File: src/rtl/siha_pkg.sv
`timescale 1ns / 1ps
package siha_pkg;

    localparam int DEF_MEM_WORDS = 4096;
    localparam int STEP_W = 6;

    localparam logic       OP_ALLOC = 1'b0;
    localparam logic       OP_FREE  = 1'b1;

    localparam logic [1:0] STAT_OK    = 2'd0;
    localparam logic [1:0] STAT_OOS   = 2'd1;
    localparam logic [1:0] STAT_SHORT = 2'd2;

    localparam logic [15:0] CHAINED_MARK = 16'hFFFF;

    // controller steps, also the command code seen by the datapath
    localparam logic [STEP_W-1:0] S_IDLE = 6'd0;
    localparam logic [STEP_W-1:0] S_DEC  = 6'd1;
    localparam logic [STEP_W-1:0] S_FT2  = 6'd2;
    localparam logic [STEP_W-1:0] S_SA   = 6'd3;
    localparam logic [STEP_W-1:0] S_SB   = 6'd4;
    localparam logic [STEP_W-1:0] S_SC   = 6'd5;
    localparam logic [STEP_W-1:0] S_BUMP = 6'd6;
    localparam logic [STEP_W-1:0] S_HIT  = 6'd7;
    localparam logic [STEP_W-1:0] S_UC1  = 6'd8;
    localparam logic [STEP_W-1:0] S_UC2  = 6'd9;
    localparam logic [STEP_W-1:0] S_UC3  = 6'd10;
    localparam logic [STEP_W-1:0] S_UI1  = 6'd11;
    localparam logic [STEP_W-1:0] S_UI2  = 6'd12;
    localparam logic [STEP_W-1:0] S_UI3  = 6'd13;
    localparam logic [STEP_W-1:0] S_UI4  = 6'd14;
    localparam logic [STEP_W-1:0] S_UI5  = 6'd15;
    localparam logic [STEP_W-1:0] S_UI6  = 6'd16;
    localparam logic [STEP_W-1:0] S_L0   = 6'd17;
    localparam logic [STEP_W-1:0] S_L1   = 6'd18;
    localparam logic [STEP_W-1:0] S_LE1  = 6'd19;
    localparam logic [STEP_W-1:0] S_LE2  = 6'd20;
    localparam logic [STEP_W-1:0] S_LL1  = 6'd21;
    localparam logic [STEP_W-1:0] S_LL2  = 6'd22;
    localparam logic [STEP_W-1:0] S_LL3  = 6'd23;
    localparam logic [STEP_W-1:0] S_LW0  = 6'd24;
    localparam logic [STEP_W-1:0] S_LW1  = 6'd25;
    localparam logic [STEP_W-1:0] S_LW2  = 6'd26;
    localparam logic [STEP_W-1:0] S_LC   = 6'd27;
    localparam logic [STEP_W-1:0] S_LC1  = 6'd28;
    localparam logic [STEP_W-1:0] S_LC2  = 6'd29;
    localparam logic [STEP_W-1:0] S_LC3  = 6'd30;
    localparam logic [STEP_W-1:0] S_LC4  = 6'd31;
    localparam logic [STEP_W-1:0] S_LI0  = 6'd32;
    localparam logic [STEP_W-1:0] S_LI1  = 6'd33;
    localparam logic [STEP_W-1:0] S_LI2  = 6'd34;
    localparam logic [STEP_W-1:0] S_LI3  = 6'd35;
    localparam logic [STEP_W-1:0] S_LI4  = 6'd36;
    localparam logic [STEP_W-1:0] S_FIN  = 6'd37;

    typedef struct packed {
        logic [STEP_W-1:0] step;
        logic              take;
        logic              load_out;
    } t_cmd;

    typedef struct packed {
        logic n_zero;
        logic op_free;
        logic srch;
        logic free_ok;
        logic recycle;
        logic at_end;
        logic lt4;
        logic curr_zero;
        logic hit_eq;
        logic hit_stop;
        logic q_nz;
        logic right_nz;
        logic shh_zero;
        logic tp_lt_q;
        logic above_zero;
        logic walk_go;
        logic tp_eq_q;
    } t_flags;

endpackage

File: src/rtl/siha_ctrl.sv
`timescale 1ns / 1ps
module siha_ctrl
    import siha_pkg::*;
(
    input  logic   i_clk,
    input  logic   i_rst_n,
    input  logic   i_valid,
    output logic   o_stall,
    output logic   o_valid,
    input  logic   i_stall,
    input  t_flags i_flags,
    output t_cmd   o_cmd
);

    logic [STEP_W-1:0] r_state, n_state;
    logic              r_ovalid;
    logic              load_out;

    assign load_out = (r_state == S_FIN) && (!r_ovalid || !i_stall);
    assign o_stall  = (r_state != S_IDLE);
    assign o_valid  = r_ovalid;

    assign o_cmd.step     = r_state;
    assign o_cmd.take     = (r_state == S_IDLE) && i_valid;
    assign o_cmd.load_out = load_out;

    always_comb begin
        n_state = r_state;
        unique case (r_state)
            S_IDLE: if (i_valid) n_state = S_DEC;
            S_DEC: begin
                if (i_flags.n_zero) n_state = S_FIN;
                else if (i_flags.op_free) n_state = i_flags.free_ok ? S_FT2 : S_FIN;
                else n_state = i_flags.srch ? S_SA : S_BUMP;
            end
            S_FT2: n_state = (i_flags.recycle && !i_flags.at_end && !i_flags.lt4)
                             ? S_L0 : S_FIN;
            S_SA: n_state = i_flags.curr_zero ? S_BUMP : S_SB;
            S_SB: begin
                if (i_flags.hit_eq) n_state = S_HIT;
                else if (i_flags.hit_stop) n_state = S_BUMP;
                else n_state = S_SC;
            end
            S_SC:   n_state = S_SA;
            S_BUMP: n_state = S_FIN;
            S_HIT:  n_state = i_flags.q_nz ? S_UC1 : S_UI1;
            S_UC1:  n_state = S_UC2;
            S_UC2:  n_state = S_UC3;
            S_UC3:  n_state = S_FIN;
            S_UI1:  n_state = S_UI2;
            S_UI2:  n_state = S_UI3;
            S_UI3:  n_state = S_UI4;
            S_UI4:  n_state = i_flags.right_nz ? S_UI5 : S_FIN;
            S_UI5:  n_state = S_UI6;
            S_UI6:  n_state = S_FIN;
            S_L0:   n_state = i_flags.shh_zero ? S_LE1 : S_L1;
            S_LE1:  n_state = S_LE2;
            S_LE2:  n_state = S_FIN;
            S_L1:   n_state = i_flags.tp_lt_q ? S_LL1 : S_LW0;
            S_LL1:  n_state = S_LL2;
            S_LL2:  n_state = S_LL3;
            S_LL3:  n_state = S_FIN;
            S_LW0:  n_state = i_flags.above_zero ? S_LI0 : S_LW1;
            S_LW1: begin
                if (i_flags.walk_go) n_state = S_LW2;
                else if (i_flags.tp_eq_q) n_state = S_LC;
                else n_state = S_LI0;
            end
            S_LW2:  n_state = S_LW0;
            S_LC:   n_state = S_LC1;
            S_LC1:  n_state = S_LC2;
            S_LC2:  n_state = S_LC3;
            S_LC3:  n_state = S_LC4;
            S_LC4:  n_state = S_FIN;
            S_LI0:  n_state = S_LI1;
            S_LI1:  n_state = S_LI2;
            S_LI2:  n_state = S_LI3;
            S_LI3:  n_state = S_LI4;
            S_LI4:  n_state = S_FIN;
            S_FIN:  if (load_out) n_state = S_IDLE;
            default: n_state = S_IDLE;
        endcase
    end

    always_ff @(posedge i_clk) begin
        if (!i_rst_n) begin
            r_state  <= S_IDLE;
            r_ovalid <= 1'b0;
        end else begin
            r_state <= n_state;
            if (load_out) r_ovalid <= 1'b1;
            else if (!i_stall) r_ovalid <= 1'b0;
        end
    end

endmodule

File: config.mk
export PLATFORM = sky130hd
export DESIGN_NAME = siha_ctrl
export DESIGN_NICKNAME = d
export VERILOG_FILES = /design/src/rtl/siha_pkg.sv /design/src/rtl/siha_ctrl.sv
export SDC_FILE = /design/constraint.sdc
export NUM_CORES = 1
export LEC_CHECK = 0
export ABC_AREA = 1
export ABC_CLOCK_PERIOD_IN_PS = 2400
export BUFFER_PORTS_ARGS = -buffer_cell sky130_fd_sc_hd__buf_2
export CORE_ASPECT_RATIO = 1.1
export CORE_MARGIN = 2
export CORE_UTILIZATION = 51
export CTS_CLUSTER_DIAMETER = 30
export DETAILED_ROUTE_END_ITERATION = 12
export PLACE_DENSITY = 0.84
export SYNTH_ARGS = -nofsm -noshare
export SYNTH_HDL_FRONTEND = slang
export SYNTH_SLANG_ARGS = --single-unit
File: constraint.sdc
create_clock -name i_clk -period 2.4 [get_ports i_clk]
set_input_delay 0.36 -clock i_clk [delete_from_list [all_inputs] [get_ports i_clk]]
set_output_delay 0.36 -clock i_clk [all_outputs]
set_load 0.02 [all_outputs]
==> impl_metrics.csv <==
group,metric,value,unit
timing,timing_hold_violations_final,0,
global_route,grt_overflow,0,
clocking,holdBufCountCts,0,
setup_path,criticalPathCategory,"flop to primary output",
setup_path,slowest_delay,0.54,ns
timing,tns,0,ns
route,drcViolationCount,0,
floorplanning,dieHeight,49.26,um
timing,maxSlewHeadroom,0.5680,
worst_hold_path,holdCritPathClass,"input pin to flop",
synthesis,syn_area,949.7,um^2
floorplanning,start_util,0.5391,
global_route,grt_antenna_before_repair,0,
clocking,cts_tree,"built",
route,drtIter0Drc,65,
synthesis,synth_commonest_cells,"42 x nand2_1, 31 x nor2_1, 29 x nand3_1",
final_layout,stdcell_count,229,
floorplanning,die_area,2224,um^2
route,wire_per_inst,12.52,um
final_layout,nFillCells,181,
clocking,clk_latency,0.26,ns
setup_path,worstSetupEndpointType,"primary output",
clocking,cts_max_level,1,
synthesis,synth_cell_types,24,
timing,setup_viol,0,
synthesis,synth-edff-count,0,
floorplanning,die_w,45.15,um
final_layout,synthToLayoutAreaGrowth,18.58,%
floorplanning,rows,16,
clocking,cts.sinks,7,
setup_path,critPathLaunch,"r_state[4]$_SDFFE_PN0P_",
worst_hold_path,hold_start,"i_rst_n",
final_layout,drive_above_1_share,0.2275,
route,via_per_inst,5.664,
route,firstDrtPassIters,4,
route,routed-wl-met2,1.353,mm
route,vias,1297,
global_route,grt_max_degree,18,
final_layout,finalNetCount,233,
synthesis,ys_seq_elements,7,
route,wl_met1,1.098,mm
final_layout,regArea,140.1,um^2
floorplanning,core_area,1762,um^2
placed_design,place_hpwl,2.341,mm
clocking,numCtsBuffers,3,
clocking,cts.clk_slew.worst_paths,0.06,ns
global_route,grt_first_pass_wirelength,4.719,mm
timing,worst_slew_pin_slew,0.6474,ns
synthesis,synth_fp_nets,201,
floorplanning,io_pins,31,
pwr,power.leakage,0.6713,nW
setup_path,path_cells,"nor2_2, nand3_1, nor2_1, buf_2",
route,routed.top_layer,"met4",
synthesis,synthArstFlopShare,0,
final_layout,antenna_cells,0,
synthesis,synth_top_area_cell,"nand2_1",
setup_path,critPathLaunchType,"flop",
clocking,clockRootBuffer,"clkbuf_4",
placed_design,dp_cells,225,
setup_path,crit_fanout,17,
pwr,power_density,942.5,nW/um^2
route,antenna_left,0,
synthesis,netlist_instances,180,
pwr,vdd_drop_max,0.0007187,V
timing,slew_viol_final,0,
setup_path,cpMaxStageDelayCell,"nor2_2",
route,wl_met3,327,um
global_route,track_usage,0.2787,
setup_path,cp.required,2.04,ns
timing,final.setup_skew,0.007364,ns
timing,grt_setup_unrepaired,"no",
global_route,grt_pass1_vias,1159,
synthesis,yosysSeqAreaShare,0.1476,
setup_path,timing.rr.start,"r_state[1]$_SDFFE_PN0P_",
timing,fmax,0.4838,GHz
clocking,cts-resized-gates,0,
clocking,post_cts_buffers,0,
timing,final.min_clock_period,2.067,ns
synthesis,yosysWarnings,0,
clocking,ctsLongestPathBuffers,2,
synthesis,yosys_most_used_dff,"dfxtp_1",
synthesis,yosysTopAreaCellShare,0.1660,
placed_design,io_buffers,30,
route,wirelength,2.867,mm
timing,layout_setup_ws,0.3332,ns
timing,finalCritPeriodShare,0.8612,
outcome,run_status,"completed",
setup_path,worstPathArrival,1.71,ns
synthesis,avgSynthCellArea,5.276,um^2
flow_run,drv_cap,0,
final_layout,multiInputGateArea,669.4,um^2
placed_design,dpl_worst_slack,0.5824,ns
synthesis,synth_area_leaders,"nand2_1 17%, nand3_1 15%, dfxtp_1 15%",
synthesis,synth_most_common_cell,"nand2_1",
placed_design,gp_congestion,0.9992,
-- critical path, delay by kind of cell, from the launching register on --
family	cells	cell delay, ns
buf+inv	1	0.17
simple gates	3	0.92
flops	1	0.35
-- flip-flops by register name, summed over array words and instances (netlist names) --
name and cells:
o_valid 1, r_state 6
-- layout by cell type, fill, tap and decap left out, types with 2 or more instances in the layout --
| master | count |
|---|---|
| nand2_1 | 42 |
| buf_2 | 30 |
| a21oi_1 | 8 |
| o21ai_0 | 2 |
| nor2_2 | 4 |
| dfxtp_1 | 7 |
| nand3_2 | 2 |
| nand3_1 | 29 |
| o22ai_1 | 4 |
| nor2_4 | 3 |
| clkbuf_4 | 3 |
| nand4_1 | 6 |
| inv_1 | 26 |
| inv_2 | 2 |
| nor3_1 | 3 |
| nor2_1 | 31 |
-- where the power goes --
part	internal, mW	total, mW	switching, mW	leakage (nW)
clock	0.0611	0.108	0.0473	0.0177
sequential	0.147	0.210	0.0626	0.0571
combinational	0.223	0.743	0.520	0.596
total	0.432	1.06	0.630	0.671
-- final timing paths --
check                            endpoint  slack (ns)  cells after the start
hold reg to reg      o_valid$_SDFFE_PN0P_        0.50                      2
hold / removal    r_state[1]$_SDFFE_PN0P_        0.32                      3
setup / recovery                 o_cmd[1]        0.33                      4
setup reg to reg  r_state[2]$_SDFFE_PN0P_        0.51                      8
-- cell families (layout without fill, tap and decap cells) --
kind of cell | Yosys count | in the layout | synth area share
buf+inv | 33 | 64 | 0.1475
simple gates | 123 | 123 | 0.6021
flops | 7 | 7 | 0.1476
compound gates | 17 | 17 | 0.1028
-- metal layers --
layer  up-vias  track usage
met4         0       0.1373
met1       549       0.3551
met3        11      0.04074
li1        650            -
met5         -            0
met2        87       0.4429
-- per-stage QoR --
step | hold slack (ns) | util | power (mW) | instance area [um^2]
4_1_cts | 0.3241 | 0.6392 | 1.047 | 1126
5_1_grt | 0.3255 | 0.6392 | 1.149 | 1126
6_report | 0.3210 | 0.6392 | 1.061 | 1126
3_5_place_dp | 0.4817 | 0.6236 | 0.9357 | 1099
2_1_floorplan | 0.4576 | - | 0.7531 | 949.7
3_3_place_gp | 0.4670 | 0.6236 | 0.9306 | 1099
-- area by class of cell --
type	instances	area share
Sequential cell	7	0.1244
Timing Repair Buffer	31	0.1400
Tap cell	18	0.02000
Clock buffer	3	0.02000
Multi-Input combinational cell	140	0.5944
Clock inverter	1	0.004444
Inverter	29	0.09667
No activity file was read; power rests on OpenSTA's default activity.
